`src/sv/lrgs_pkg.sv`:
```
`timescale 1ns / 1ps
`default_nettype none

package lrgs_pkg;

   // Table geometry.
   localparam int TOPICS        = 16;
   localparam int TOPIC_BITS    = 4;
   localparam int STAR_VALUES   = 5;
   localparam int COUNT_BITS    = 20;
   localparam int ITS_DEPTH     = 327680;
   localparam int ITS_ADDR_BITS = 19;
   localparam int IT_ADDR_BITS  = 16;

   // Arithmetic widths.
   localparam int CFG_BITS   = 24;
   localparam int SUMB_BITS  = 27;
   localparam int OPND_BITS  = 37;
   localparam int RATIO_BITS = 53;
   localparam int W_BITS     = 48;

   localparam logic [COUNT_BITS-1:0] CNT_MAX = '1;
   localparam logic [W_BITS-1:0]     W_SAT   = '1;

   // Result status codes.
   localparam logic [1:0] STATUS_OK        = 2'd0;
   localparam logic [1:0] STATUS_UNDERFLOW = 2'd1;
   localparam logic [1:0] STATUS_RANGE     = 2'd2;

   // Register indexes.
   localparam logic [2:0] CSR_ALPHA  = 3'd0;
   localparam logic [2:0] CSR_BETA1  = 3'd1;
   localparam logic [2:0] CSR_BETA2  = 3'd2;
   localparam logic [2:0] CSR_BETA3  = 3'd3;
   localparam logic [2:0] CSR_BETA4  = 3'd4;
   localparam logic [2:0] CSR_BETA5  = 3'd5;
   localparam logic [2:0] CSR_TOPICS = 3'd6;
   localparam logic [2:0] CSR_STARS  = 3'd7;

   // Controller to datapath commands.
   typedef struct packed {
      logic                     clr_wr;
      logic [ITS_ADDR_BITS-1:0] clr_addr;
      logic                     load;
      logic                     rd;
      logic [TOPIC_BITS-1:0]    topic;
      logic                     wr_inc;
      logic                     wr_dec;
      logic                     total_clr;
      logic                     w_start;
      logic                     thr_calc;
      logic                     out_load;
      logic [TOPIC_BITS-1:0]    out_topic;
      logic [1:0]               out_status;
   } cmd_type;

   // Datapath to controller status.
   typedef struct packed {
      logic                  cmd_bit;
      logic [TOPIC_BITS-1:0] old_topic;
      logic [TOPIC_BITS-1:0] nk_m1;
      logic                  range_bad;
      logic                  any_zero;
      logic                  w_done;
      logic                  prefix_ge;
      logic                  rsp_free;
   } stat_type;

endpackage

`default_nettype wire

```
`src/sv/lrgs_ctrl.sv`:
```
`timescale 1ns / 1ps
`default_nettype none

module lrgs_ctrl (
   input  wire                  clock,
   input  wire                  reset,
   input  wire                  req_tvalid,
   output logic                 req_tready,
   input  lrgs_pkg::stat_type   stat,
   output lrgs_pkg::cmd_type    cmd
);

   localparam logic [3:0] S_CLEAR   = 4'd0;
   localparam logic [3:0] S_IDLE    = 4'd1;
   localparam logic [3:0] S_CHECK   = 4'd2;
   localparam logic [3:0] S_OLD     = 4'd3;
   localparam logic [3:0] S_W_RD    = 4'd4;
   localparam logic [3:0] S_W_START = 4'd5;
   localparam logic [3:0] S_W_WAIT  = 4'd6;
   localparam logic [3:0] S_THR     = 4'd7;
   localparam logic [3:0] S_SCAN    = 4'd8;
   localparam logic [3:0] S_BUMP_RD = 4'd9;
   localparam logic [3:0] S_BUMP_WR = 4'd10;
   localparam logic [3:0] S_DONE    = 4'd11;

   logic [3:0]                              state_ff, state_in;
   logic [lrgs_pkg::ITS_ADDR_BITS-1:0]      clr_ff, clr_in;
   logic [lrgs_pkg::TOPIC_BITS-1:0]         k_ff, k_in;
   logic [lrgs_pkg::TOPIC_BITS-1:0]         res_topic_ff, res_topic_in;
   logic [1:0]                              res_status_ff, res_status_in;

   // Next state and command decode.
   always_comb begin
      state_in      = state_ff;
      clr_in        = clr_ff;
      k_in          = k_ff;
      res_topic_in  = res_topic_ff;
      res_status_in = res_status_ff;
      cmd           = '0;
      cmd.clr_addr  = clr_ff;
      cmd.topic     = k_ff;
      cmd.out_topic  = res_topic_ff;
      cmd.out_status = res_status_ff;
      req_tready    = (state_ff == S_IDLE);
      case (state_ff)
         S_CLEAR: begin
            cmd.clr_wr = 1'b1;
            if (clr_ff == lrgs_pkg::ITS_ADDR_BITS'(lrgs_pkg::ITS_DEPTH - 1)) begin
               state_in = S_IDLE;
            end else begin
               clr_in = clr_ff + 1'b1;
            end
         end
         S_IDLE: begin
            if (req_tvalid) begin
               cmd.load = 1'b1;
               state_in = S_CHECK;
            end
         end
         S_CHECK: begin
            res_topic_in = stat.old_topic;
            if (stat.range_bad) begin
               res_status_in = lrgs_pkg::STATUS_RANGE;
               state_in      = S_DONE;
            end else begin
               cmd.rd    = 1'b1;
               cmd.topic = stat.old_topic;
               state_in  = S_OLD;
            end
         end
         S_OLD: begin
            if (!stat.cmd_bit) begin
               cmd.wr_inc    = 1'b1;
               res_status_in = lrgs_pkg::STATUS_OK;
               state_in      = S_DONE;
            end else if (stat.any_zero) begin
               res_status_in = lrgs_pkg::STATUS_UNDERFLOW;
               state_in      = S_DONE;
            end else begin
               cmd.wr_dec    = 1'b1;
               cmd.total_clr = 1'b1;
               k_in          = '0;
               state_in      = S_W_RD;
            end
         end
         S_W_RD: begin
            cmd.rd   = 1'b1;
            state_in = S_W_START;
         end
         S_W_START: begin
            cmd.w_start = 1'b1;
            state_in    = S_W_WAIT;
         end
         S_W_WAIT: begin
            if (stat.w_done) begin
               if (k_ff == stat.nk_m1) begin
                  state_in = S_THR;
               end else begin
                  k_in     = k_ff + 1'b1;
                  state_in = S_W_RD;
               end
            end
         end
         S_THR: begin
            cmd.thr_calc = 1'b1;
            k_in         = '0;
            state_in     = S_SCAN;
         end
         S_SCAN: begin
            if (stat.prefix_ge || k_ff == stat.nk_m1) begin
               res_topic_in = k_ff;
               state_in     = S_BUMP_RD;
            end else begin
               k_in = k_ff + 1'b1;
            end
         end
         S_BUMP_RD: begin
            cmd.rd    = 1'b1;
            cmd.topic = res_topic_ff;
            state_in  = S_BUMP_WR;
         end
         S_BUMP_WR: begin
            cmd.wr_inc    = 1'b1;
            res_status_in = lrgs_pkg::STATUS_OK;
            state_in      = S_DONE;
         end
         S_DONE: begin
            if (stat.rsp_free) begin
               cmd.out_load = 1'b1;
               state_in     = S_IDLE;
            end
         end
         default: state_in = S_CLEAR;
      endcase
   end

   // Control registers.
   always_ff @(posedge clock) begin
      if (reset) begin
         state_ff <= S_CLEAR;
         clr_ff   <= '0;
      end else begin
         state_ff <= state_in;
         clr_ff   <= clr_in;
      end
   end

   // Loop index and pending result.
   always_ff @(posedge clock) begin
      k_ff          <= k_in;
      res_topic_ff  <= res_topic_in;
      res_status_ff <= res_status_in;
   end

endmodule

`default_nettype wire

```
`config.mk`:
```
export PLATFORM = sky130hd
export DESIGN_NAME = lrgs_ctrl
export DESIGN_NICKNAME = d
export VERILOG_FILES = /design/src/sv/lrgs_pkg.sv /design/src/sv/lrgs_ctrl.sv
export SDC_FILE = /design/constraint.sdc
export NUM_CORES = 1
export LEC_CHECK = 0
export BUFFER_PORTS_ARGS = -buffer_cell sky130_fd_sc_hd__clkbuf_2
export CAP_MARGIN = 20
export CELL_PAD_IN_SITES_DETAIL_PLACEMENT = 1
export CELL_PAD_IN_SITES_GLOBAL_PLACEMENT = 2
export CORE_MARGIN = 2
export CORE_UTILIZATION = 30
export DETAILED_ROUTE_END_ITERATION = 12
export PLACE_DENSITY_LB_ADDON = 0.15
export SLEW_MARGIN = 20
export SYNTH_ARGS = -nofsm -noshare
export SYNTH_HDL_FRONTEND = slang
export SYNTH_SLANG_ARGS = --single-unit
```
`constraint.sdc`:
```
create_clock -name clock -period 2.6 [get_ports clock]
set_clock_uncertainty 0.05 [all_clocks]
set_input_delay 0 -clock clock [delete_from_list [all_inputs] [get_ports clock]]
set_output_delay 0 -clock clock [all_outputs]
set_load 0.05 [all_outputs]
```
======== Word level (Yosys, flattened, before mapping) ========
Index checks and enable logic that the tools add are counted.
cells by class
  $add $sub $neg .......................... 2
  $mul .................................... 0
  divide/modulo/power cells ............... 0
  order comparisons ....................... 0
  equality and inequality tests ........... 24
  shift-type cells ........................ 0
  muxes and demuxes ....................... 37
  bitwise logic cells ..................... 1
  reductions and logical operators ........ 11
operators with widths
  kind                                                                   count
  4-bit two-way mux                                                      14
  4-bit case mux with 12 select lines                                    1
  2-bit != test, second input constant                                   10
  19-bit by 1-bit adder with 19-bit output, second input constant        1
  19-bit equality test, second input constant                            1
  4-bit by 3-bit equality test with 1-bit output, second input constant  4
  4-bit equality test, second input constant                             4
  4-bit case mux with 2 select lines                                     2
  4-bit case mux with 4 select lines                                     1
  2-bit two-way mux                                                      7
  4-bit by 2-bit equality test with 1-bit output, second input constant  2
  1-bit two-way mux                                                      8
  2-bit case mux with 3 select lines                                     1
  6-bit AND reduction                                                    1
  5-bit two-way mux                                                      1
  5-bit AND reduction                                                    1
  4-bit by 1-bit adder with 4-bit output, second input constant          1
  4-bit by 1-bit equality test with 1-bit output, second input constant  1
  4-bit equality test                                                    1
  4-bit zero test                                                        1
  1-bit case mux with 2 select lines                                     2
  2-bit AND reduction                                                    2
  4-bit nonzero test                                                     1
  3-bit != test, second input constant                                   1
  6 further kinds                                                        6
storage, ports and cells
  bits in registers ....................... 33
  latch bits .............................. 0
  bits in writable memories ............... 0
  memory bits (read-only) ................. 0
  output and inout bits ................... 39
  logic and storage cells ................. 80
  memories kept ........................... 0

======== Longest topological paths before layout ========
Gate-level depths: netlist of run 1.
  word-level depth ........................ 4
  gate-level depth with buffers ........... 7

======== Worst setup path before layout of run 1 ========
Ideal clock, no wire load.
  kind .................................... register to output
  start point ............................. register state_ff[0]
  end point ............................... output port cmd[17] (netlist name)
  data arrival time ....................... 2.801 ns
  slack ................................... -0.251 ns
  cell stages (with the launch flop) ...... 6
  cell sequence ........................... dfxtp_1 > clkbuf_1 > nor2b_1 > clkbuf_1 > nor3b_1 > and2_1
RTL lines
  element                 RTL line          source
  start, declared         lrgs_ctrl.sv:26   logic [3:0] state_ff, state_in;
  start signal, assigned  lrgs_ctrl.sv:143  state_ff <= state_in;
  end, declared           lrgs_ctrl.sv:10   output lrgs_pkg::cmd_type cmd

======== Final worst setup path of run 1 ========
  start point ............................. register clr_ff[0] (netlist name)
  end point ............................... register state_ff[3]
between the ends
  longest elaborated chain between the ends .. 3
RTL lines
  element                               RTL line          source
  start, declared                       lrgs_ctrl.sv:27   logic [lrgs_pkg::ITS_ADDR_BITS-1:0] clr_ff, clr_in;
  start signal, assigned                lrgs_ctrl.sv:144  clr_ff <= clr_in;
  19-bit equality test                  lrgs_ctrl.sv:48   if (clr_ff == lrgs_pkg::ITS_ADDR_BITS'(lrgs_pkg::ITS_DEPTH - 1)) begin
  2-bit != test (no source line)        n/a
  5-bit AND reduction (no source line)  n/a
Every way passes these cells.
A chain may end at the register's enable or synchronous reset.

==> flow_metrics.env, run 1 <==
export IMPL_setup_viol_count_final=0
export IMPL_clkSinkCount=33
export IMPL_switchingPower_uw=1078
export IMPL_combinationalPowerShare=0.492
export IMPL_fin_nets=313
export IMPL_drive_above_1_share=0.2949
export IMPL_fmaxAchievable_mhz=439.3
export IMPL_die_w_um=86.71
export IMPL_finalHoldViolCount=0
export IMPL_startpoint_type="register"
export IMPL_min_path_type="in -> reg"
export IMPL_die_area_mm2=0.007518
export IMPL_dpl_cell_count=362
export IMPL_ir_drop_mv=0.3036
export IMPL_synth_edf_count=10
export IMPL_rsz0062_at_grt="false"
export IMPL_reg2reg_depth=6
export IMPL_dpl_hpwl_mm=4.045
export IMPL_vias=1901
export IMPL_antenna_found_initial=0
export IMPL_wl_per_cell_um=14.57
export IMPL_fin_crit_ns=2.276
export IMPL_io_pins=56
export IMPL_grt_max_degree=27
export IMPL_r2r_end="state_ff[3]"
export IMPL_grt_first_pass_wirelength_mm=9.045
export IMPL_synth_ff_type="dfxtp_1"
export IMPL_drv_slew=0
export IMPL_grt_overflow=0
export IMPL_tightest_slew_ns=0.6926
export IMPL_cts_buffer_depth=2
export IMPL_clock_latency_ns=0.30
export IMPL_drtPass1Iterations=4
export IMPL_synthToLayoutAreaGrowth_pct=24.15
export IMPL_fp_coreArea_mm2=0.006719
export IMPL_p_int_uw=1167
export IMPL_fin_crit_sh=0.8756
export IMPL_cp_startpoint="clr_ff[0]"
export IMPL_drtAntennaViolNets=0
export IMPL_cp_end_kind="register"
export IMPL_postSynthCellCount=235
export IMPL_postCtsSetupBuffers=0
export IMPL_synthesis_area_mm2=0.002052
export IMPL_drt_wl_total_mm=5.463
export IMPL_clock_tree_root_cell="clkbuf_8"
export IMPL_rrSetupSlack_ns=0.32
export IMPL_crit_path_end="state_ff[3]"
export IMPL_start_util=0.3054
export IMPL_leakage_uw=0.001009
export IMPL_numCtsBuffers=5
export IMPL_drt_initial_drc_count=64
export IMPL_cap_violations=0
export IMPL_p_seq_frac=0.331
export IMPL_syn_mean_instance_area_um2=8.732
export IMPL_fillers=809
export IMPL_crit_fanout=16
export IMPL_cts_tree="done"
export IMPL_p_sw_frac=0.4803
export IMPL_gp_congestion=0.7444
export IMPL_instances_no_fill=375
export IMPL_htreeDepth=2
export IMPL_clk_pin_slew_ns=0.07
export IMPL_critPathKind="reg -> reg"
export IMPL_maxSlewHeadroom=0.5383
export IMPL_ys_warnings_count=0
export IMPL_port_buffers=55
export IMPL_yosysUniqueCellTypes=49
export IMPL_grt_pass1_vias=1850
export IMPL_synth_seq_cells=33
export IMPL_grt_use_total=0.1523
export IMPL_routed_via_density=5.069
export IMPL_p_clk_frac=0.177
export IMPL_fp_dieH_um=86.71
export IMPL_antennaDiodeCount=0
export IMPL_worstPathArrival_ns=2.44
export IMPL_outcome="complete, no violations"
export IMPL_powerDensity_mw_per_mm2=881.4
export IMPL_r2r_start="clr_ff[0]"
export IMPL_synth_async_reset_ratio=0
export IMPL_final_setup_tns_ns=0
export IMPL_synth_seq_area_share=0.3707
export IMPL_drc=0
export IMPL_rows=30
export IMPL_syn_nets=254
export IMPL_critical_path_required_ns=2.76
[registers in the layout (all words and copies together) (netlist names)]
| signal | flops |
|---|---|
| state_ff | 4 |
| clr_ff | 19 |
| res_topic_ff | 4 |
| res_status_ff | 2 |
| k_ff | 4 |
[power by group through the flow]
stage | sequential [µW] | clock [µW] | combinational [µW]
4_1_cts | 745 | 413 | 1120
2_1_floorplan | 821 | 0 | 793
6_report | 744 | 396 | 1110
5_1_grt | 761 | 434 | 1210
3_5_place_dp | 758 | 0 | 1100
3_3_place_gp | 752 | 0 | 1100
[how the worst min path moves through the flow]
stage                     startpoint              end  cells after the start
final                          reset      state_ff[3]                      2
after global routing           reset       clr_ff[12]                      2
after CTS                      reset      state_ff[3]                      2
after detailed placement    stat[11]  res_topic_ff[2]                      2
after global placement       stat[9]  res_topic_ff[0]                      2
after floorplan                reset      state_ff[0]                      2
[critical path, cell delays in order (launching register included)]
cell      delay [ns]
dfxtp_1         0.39
ha_1            0.21
and3_1          0.18
nand3_1         0.20
o31ai_4         0.69
nand3_4         0.18
a221oi_2        0.29
[synthesized netlist by cell type (2+ instances only)]
library cell	count	area [µm²]
dfxtp_1	23	460.4
nor2_1	22	82.58
nand2_1	20	75.07
a21oi_1	16	80.08
o21ai_0	12	60.06
nand3_1	11	55.05
edfxtp_1	10	300.3
nand2b_1	9	56.30
xnor2_1	9	78.83
and3_1	7	43.79
clkbuf_1	7	26.28
or3_1	7	43.79
inv_1	6	22.52
mux2_2	6	67.56
nor2b_1	6	37.54
nor4_1	5	31.28
a22oi_1	4	30.03
nor3_1	4	20.02
xor2_1	4	35.03
a31oi_1	3	18.77
buf_1	3	11.26
mux2i_1	3	30.03
nand4_1	3	18.77
nor3b_1	3	22.52
o31ai_1	3	22.52
or4_1	3	22.52
and4_1	2	17.52
buf_6	2	22.52
ha_1	2	25.02
[timing repair]
item,in CTS,in global routing
hold endpoints to repair,5,0
setup endpoints to repair,0,4
gates resized for setup,0,1
hold buffers,5,0
[cell type report]
type | count | area [µm²] | area share
Inverter | 6 | 22.52 | 0.008841
Timing Repair Buffer | 66 | 370.4 | 0.1454
Multi-Input combinational cell | 182 | 1207 | 0.4740
Clock inverter | 3 | 17.52 | 0.006876
Sequential cell | 33 | 760.7 | 0.2986
Clock buffer | 5 | 68.82 | 0.02701
Tap cell | 80 | 100.1 | 0.03929
[logic make-up after synthesis]
group / synth area share
muxes: 0.04756
xor gates and xnor gates: 0.05549
adders and majority gates: 0.01219
and+or+nand+nor: 0.2951
buffers and inverters: 0.04634
AOI/OAI and AO/OA: 0.1726
DFF: 0.3707
[per-stage QoR]
stage	area [µm²]	utilization	worst slack (ns)	hold WS, ns	power, µW
after floorplan	2057	-	0.2434	0.1340	1615
after global placement	2405	0.3579	0.4070	0.2762	1850
after detailed placement	2405	0.3579	0.3270	0.2831	1861
after CTS	2541	0.3782	0.08308	0.1997	2276
after global routing	2547	0.3791	0.1070	0.2400	2403
final	2547	0.3791	0.3235	0.1846	2245
[routing by layer]
metal	global-route usage	wire, µm	vias up
met5	0	0	-
met4	0.05540	88	0
met1	0.1982	2598	878
met2	0.2483	2559	39
li1	-	-	976
met3	0.03238	217	8
[layout by cell type, fill, tap and decap left out, types with 2 or more instances in the layout]
cell type,instances
nand2_1,20
nor3b_1,2
a22oi_1,4
clkinv_2,2
and3_1,7
o21ai_0,12
dfxtp_1,23
a21oi_1,16
clkbuf_2,55
nand4_1,3
inv_1,6
nor2_1,22
nor3_1,4
and4_1,2
mux2i_1,3
or4_1,3
xnor2_1,9
mux2_2,6
or3_1,7
nor4_1,4
nand3_1,11
clkbuf_8,5
nand2b_1,9
dlygate4sd3_1,5
buf_4,6
o31ai_1,3
ha_1,2
a31oi_1,3
edfxtp_1,10
xor2_1,4
nor2b_1,6
Power figures use the tool's default switching activity.
==> run 2, diff against run 1 <==
--- a/config.mk
+++ b/config.mk
@@ -5,6 +5,7 @@
 export SDC_FILE = /design/constraint.sdc
 export NUM_CORES = 1
 export LEC_CHECK = 0
+export ABC_CLOCK_PERIOD_IN_PS = 2410
 export BUFFER_PORTS_ARGS = -buffer_cell sky130_fd_sc_hd__clkbuf_2
 export CAP_MARGIN = 20
 export CELL_PAD_IN_SITES_DETAIL_PLACEMENT = 1
==> constraint.sdc (replaced) <==
create_clock -name clock -period 2.41 [get_ports clock]
set_clock_uncertainty 0.05 [all_clocks]
set_input_delay 0 -clock clock [delete_from_list [all_inputs] [get_ports clock]]
set_output_delay 0 -clock clock [all_outputs]
set_load 0.05 [all_outputs]
==> run 2 against run 1 <==
Compared with the run above:
- worst setup slack better by 0.0041 ns
- critical endpoint is now clr_ff[15]
- global-route usage grew 0.46 points
- register-to-register slack hardly changed
- clock power rose by 3%
- critical path type unchanged
- clock-buffer cell count up 1
- first-iteration DRC count grew 3.1%
==> flow_metrics.env, run 2 (synthesized netlist as in run 1, its figures left out) <==
export IMPL_outcome="complete, no violations"
export IMPL_die_w_um=86.71
export IMPL_vias=1945
export IMPL_cp_slowest_stage_delay_ns=0.39
export IMPL_cp_end_kind="register"
export IMPL_crit_path_end="clr_ff[15]"
export IMPL_grt_max_degree=27
export IMPL_largest_register="clr_ff"
export IMPL_grt_first_pass_wirelength_mm=9.252
export IMPL_drive_above_1_share=0.3135
export IMPL_io_pins=56
export IMPL_cp_startpoint="clr_ff[0]"
export IMPL_clock_tree_root_cell="clkbuf_8"
export IMPL_worstPathArrival_ns=2.21
export IMPL_finalHoldViolCount=0
export IMPL_fmaxAchievable_mhz=480.2
export IMPL_numCtsBuffers=5
export IMPL_fin_crit_ns=2.082
export IMPL_drc=0
export IMPL_cp_num_cells=6
export IMPL_drv_slew=0
export IMPL_critical_path_buf_inv_count=0
export IMPL_grt_overflow=0
export IMPL_drt_initial_drc_count=66
export IMPL_largest_reg_flops=19
export IMPL_min_path_type="in -> reg"
export IMPL_crit_fanout=7
export IMPL_startpoint_type="register"
export IMPL_fp_coreArea_mm2=0.006719
export IMPL_final_setup_tns_ns=0
export IMPL_maxSlewHeadroom=0.6372
export IMPL_powerDensity_mw_per_mm2=958.3
export IMPL_r2r_end="clr_ff[15]"
export IMPL_port_buffers=55
export IMPL_grt_use_total=0.1569
export IMPL_cp_top_family="simple AND/OR/NAND/NOR gates"
export IMPL_drt_wl_total_mm=5.581
export IMPL_cap_violations=0
export IMPL_drtPass1Iterations=4
export IMPL_setup_viol_count_final=0
export IMPL_dpl_cell_count=368
export IMPL_dpl_hpwl_mm=4.116
export IMPL_rrSetupSlack_ns=0.33
export IMPL_final_common_cell="clkbuf_2"
export IMPL_clk_pin_slew_ns=0.07
export IMPL_final_cell_mix="clkbuf_2 (55), nor2_1 (22), dfxtp_1 (22)"
export IMPL_antennaDiodeCount=0
export IMPL_fp_dieH_um=86.71
export IMPL_fin_nets=322
export IMPL_htreeDepth=2
export IMPL_clkSinkCount=33
export IMPL_cpMaxStageDelayCell="nor4_1"
export IMPL_gp_congestion=0.7229
export IMPL_cts_tree="done"
export IMPL_cts_buffer_depth=2
export IMPL_clock_latency_ns=0.28
export IMPL_tightest_slew_ns=0.5442
export IMPL_grt_pass1_vias=1973
export IMPL_ir_drop_mv=0.4243
export IMPL_reg2reg_depth=6
export IMPL_wl_per_cell_um=14.57
export IMPL_antenna_found_initial=0
export IMPL_instances_no_fill=383
export IMPL_r2r_start="clr_ff[0]"
export IMPL_critPathKind="reg -> reg"
export IMPL_rows=30
export IMPL_die_area_mm2=0.007518
export IMPL_drtAntennaViolNets=0
export IMPL_synthToLayoutAreaGrowth_pct=26.65
export IMPL_leakage_uw=0.001053
export IMPL_critical_path_required_ns=2.54
export IMPL_rsz0062_at_grt="false"
export IMPL_crit_chain="ha_1 > and3_1 > nand3_1 > o311ai_4 > nor4_1 > mux2_2"
export IMPL_start_util=0.3054
export IMPL_routed_via_density=5.078
export IMPL_fin_crit_sh=0.8641
-- run 2: how the worst min path moves through the flow --
stage | startpoint | endpoint | depth (start not counted)
6_report | stat[13] | res_status_ff[0] | 2
5_1_grt | stat[13] | res_status_ff[0] | 2
4_1_cts | stat[13] | res_status_ff[0] | 2
3_5_place_dp | stat[9] | res_topic_ff[0] | 2
3_3_place_gp | stat[9] | res_topic_ff[0] | 2
2_1_floorplan | reset | state_ff[0] | 2
-- run 2: power breakdown --
group	switching (µW)	internal, µW
clock	209	197
sequential	85.1	678
combinational	871	450
total	1170	1330
-- run 2: area by class of cell --
cell class              instances  area [µm²]
fillers                       816        4120
multi-input cells             182        1201
inverters                       6       22.52
well taps                      80       100.1
flip-flops and latches         33       762.0
clock buffers                   6       72.57
repair buffers                 75       435.4
clock inverters                 1       5.005
-- run 2: timing repair --
action / in CTS / in global routing
endpoints found under the hold margin: 4 / 0
resized for setup: 0 / 1
setup endpoints to repair: 0 / 3
buffers inserted: 0 / 4
hold buffers: 4 / 0
-- run 2: metal layers --
| layer | vias to the layer above | wire [µm] | global-route usage |
|---|---|---|---|
| met3 | 6 | 188 | 0.03429 |
| met5 | - | 0 | 0 |
| met4 | 0 | 88 | 0.05540 |
| li1 | 987 | - | - |
| met1 | 917 | 2469 | 0.1890 |
| met2 | 35 | 2834 | 0.2741 |
-- run 2: through the flow --
step	instance area [µm²]	worst slack (ns)	util	hold slack (ns)	total power [µW]
finish	2599	0.3276	0.3868	0.01258	2490
detailed placement	2450	0.1239	0.3646	0.2804	2026
CTS	2567	0.1049	0.3821	0.002520	2449
floorplan	2057	0.05342	-	0.1340	1742
global route	2599	0.1629	0.3868	0.01136	2656
global placement	2450	0.2132	0.3646	0.2771	2010
==> run 3, diff against run 2 <==
--- a/config.mk
+++ b/config.mk
@@ -11,7 +11,8 @@
 export CELL_PAD_IN_SITES_DETAIL_PLACEMENT = 1
 export CELL_PAD_IN_SITES_GLOBAL_PLACEMENT = 2
 export CORE_MARGIN = 2
-export CORE_UTILIZATION = 30
+export CORE_UTILIZATION = 32
+export CTS_BUF_LIST = sky130_fd_sc_hd__clkbuf_8
 export DETAILED_ROUTE_END_ITERATION = 12
 export PLACE_DENSITY_LB_ADDON = 0.15
 export SLEW_MARGIN = 20
==> run 3 against run 2 <==
Compared with the run above:
- largest power group unchanged
- power rose by 1.9%
- register-to-register slack barely moved
- first-iteration DRC count fell by 23%
- via count fell by 0.98%
- worst setup slack got worse by 0.0089 ns
- combinational power fell by 5%
- clock power rose by 31%
- wire length fell by 6.6%
- critical path type unchanged
- sequential share of layout area fell by 0.10 points
- largest cell class unchanged
- core utilization rose by 2.8 points
==> flow_metrics.env, run 3 (synthesized netlist as in run 1, its figures left out) <==
export IMPL_fmaxAchievable_mhz=478.2
export IMPL_wl_per_cell_um=13.83
export IMPL_leakage_uw=0.001045
export IMPL_die_w_um=84.08
export IMPL_dpl_hpwl_mm=3.947
export IMPL_fp_coreArea_mm2=0.006277
export IMPL_clock_tree_root_cell="clkbuf_8"
export IMPL_drtPass1Iterations=4
export IMPL_fin_crit_sh=0.8677
export IMPL_grt_overflow=0
export IMPL_final_cell_mix="clkbuf_2 (55), dfxtp_1 (23), nor2_1 (22)"
export IMPL_drtAntennaViolNets=0
export IMPL_rsz0062_at_grt="false"
export IMPL_drv_slew=0
export IMPL_cp_slowest_stage_delay_ns=0.56
export IMPL_setup_viol_count_final=0
export IMPL_p_clk_frac=0.210
export IMPL_postCtsSetupBuffers=0
export IMPL_clock_latency_ns=0.29
export IMPL_vias=1926
export IMPL_clk_pin_slew_ns=0.07
export IMPL_switchingPower_uw=1149
export IMPL_grt_max_degree=27
export IMPL_p_int_uw=1388
export IMPL_powerDensity_mw_per_mm2=974.3
export IMPL_maxSlewHeadroom=0.6239
export IMPL_cpMaxStageDelayCell="or4b_4"
export IMPL_grt_busiest_layer="met2"
export IMPL_final_util=0.4148
export IMPL_synthToLayoutAreaGrowth_pct=26.89
export IMPL_p_seq_frac=0.299
export IMPL_critPathKind="reg -> reg"
export IMPL_final_setup_tns_ns=0
export IMPL_ir_drop_mv=0.4652
export IMPL_antenna_found_initial=0
export IMPL_antennaDiodeCount=0
export IMPL_critical_path_required_ns=2.51
export IMPL_cap_violations=0
export IMPL_die_area_mm2=0.007069
export IMPL_p_sw_frac=0.4528
export IMPL_largest_reg_flops=19
export IMPL_drt_initial_drc_count=51
export IMPL_grt_pass1_vias=1902
export IMPL_largest_register="clr_ff"
export IMPL_crit_fanout=10
export IMPL_final_common_cell="clkbuf_2"
export IMPL_met1_usage=0.1959
export IMPL_startpoint_type="register"
export IMPL_met2_usage=0.2576
export IMPL_grt_use_total=0.1532
export IMPL_met3_usage=0.02868
export IMPL_cts_tree="done"
export IMPL_worstPathArrival_ns=2.19
export IMPL_fin_nets=318
export IMPL_htreeDepth=2
export IMPL_fin_crit_ns=2.091
export IMPL_io_pins=56
export IMPL_gp_congestion=0.7607
export IMPL_cts_buffer_depth=2
export IMPL_p_total_uw=2537
export IMPL_instances_no_fill=377
export IMPL_min_path_type="in -> reg"
export IMPL_routed_via_density=5.109
export IMPL_drive_above_1_share=0.3033
export IMPL_fp_dieH_um=84.08
export IMPL_crit_chain="nand2_1 > or4b_4 > o31ai_4 > buf_4 > mux2i_1 > nor2_1"
export IMPL_finalHoldViolCount=0
export IMPL_outcome="complete, no violations"
export IMPL_grt_first_pass_wirelength_mm=8.852
export IMPL_drc=0
export IMPL_numCtsBuffers=5
export IMPL_clkSinkCount=33
export IMPL_combinationalPowerShare=0.491
export IMPL_start_util=0.3269
export IMPL_port_buffers=55
export IMPL_rows=29
export IMPL_tightest_slew_ns=0.5612
export IMPL_cp_end_kind="register"
export IMPL_dpl_cell_count=364
export IMPL_drt_wl_total_mm=5.213
==> run 3: changes by cell type in the layout (fill, tap and decap cells not counted), sizes merged <==
cell / before / now
buf: 16 / 11
bufinv: 0 / 1
clkbuf: 61 / 60
clkinvlp: 0 / 1
dlygate4sd3: 4 / 5
==> run 3: timing repair <==
item                      CTS  global route
hold endpoints to repair    5             0
hold buffers                5             0
gates resized for setup     0             0
==> run 3: layout make-up <==
type	count	area [µm²]
Fill cell	766	3674
Inverter	6	22.52
Multi-Input combinational cell	182	1201
Clock inverter	3	46.29
Tap cell	77	96.34
Clock buffer	5	68.82
Timing Repair Buffer	71	407.9
Sequential cell	33	760.7
==> run 3: through the flow <==
step	setup slack, ns	hold slack [ns]	cell area, µm²
after floorplan	0.05342	0.1340	2057
after global placement	0.3652	0.2761	2439
after detailed placement	0.3129	0.2807	2439
after CTS	0.2897	0.1944	2604
after global routing	0.1054	0.2104	2604
final	0.3187	0.1916	2604
==> run 3: routing by layer <==
layer | routed length, µm | share of wire
met1 | 2383 | 0.46
met2 | 2562 | 0.49
met3 | 189 | 0.036
met4 | 78 | 0.015
met5 | 0 | 0
==> run 3: power groups by stage <==
stage	registers (µW)	logic, µW	clock network, µW
4_1_cts	761	1260	561
2_1_floorplan	886	856	0
3_3_place_gp	770	1250	0
3_5_place_dp	774	1250	0
6_report	759	1250	532
5_1_grt	775	1350	583
==> run 3: worst paths after layout <==
| kind | cells past startpoint | from | slack (ns) | end |
|---|---|---|---|---|
| setup / recovery | 6 | clr_ff[15] | 0.32 | clr_ff[1] |
| setup reg to reg | 6 | clr_ff[15] | 0.32 | clr_ff[1] |
| hold / removal | 2 | reset | 0.19 | state_ff[3] |
| hold reg to reg | 2 | clr_ff[11] | 0.47 | clr_ff[11] |
==> run 3: worst max-delay path, delay by kind of cell, from the launching register on <==
family / cells / cell delay (ns)
AOI/OAI and AO/OA: 1 / 0.38
buffers and inverters: 1 / 0.24
DFF: 1 / 0.38
muxes: 1 / 0.19
and+or+nand+nor: 3 / 0.71
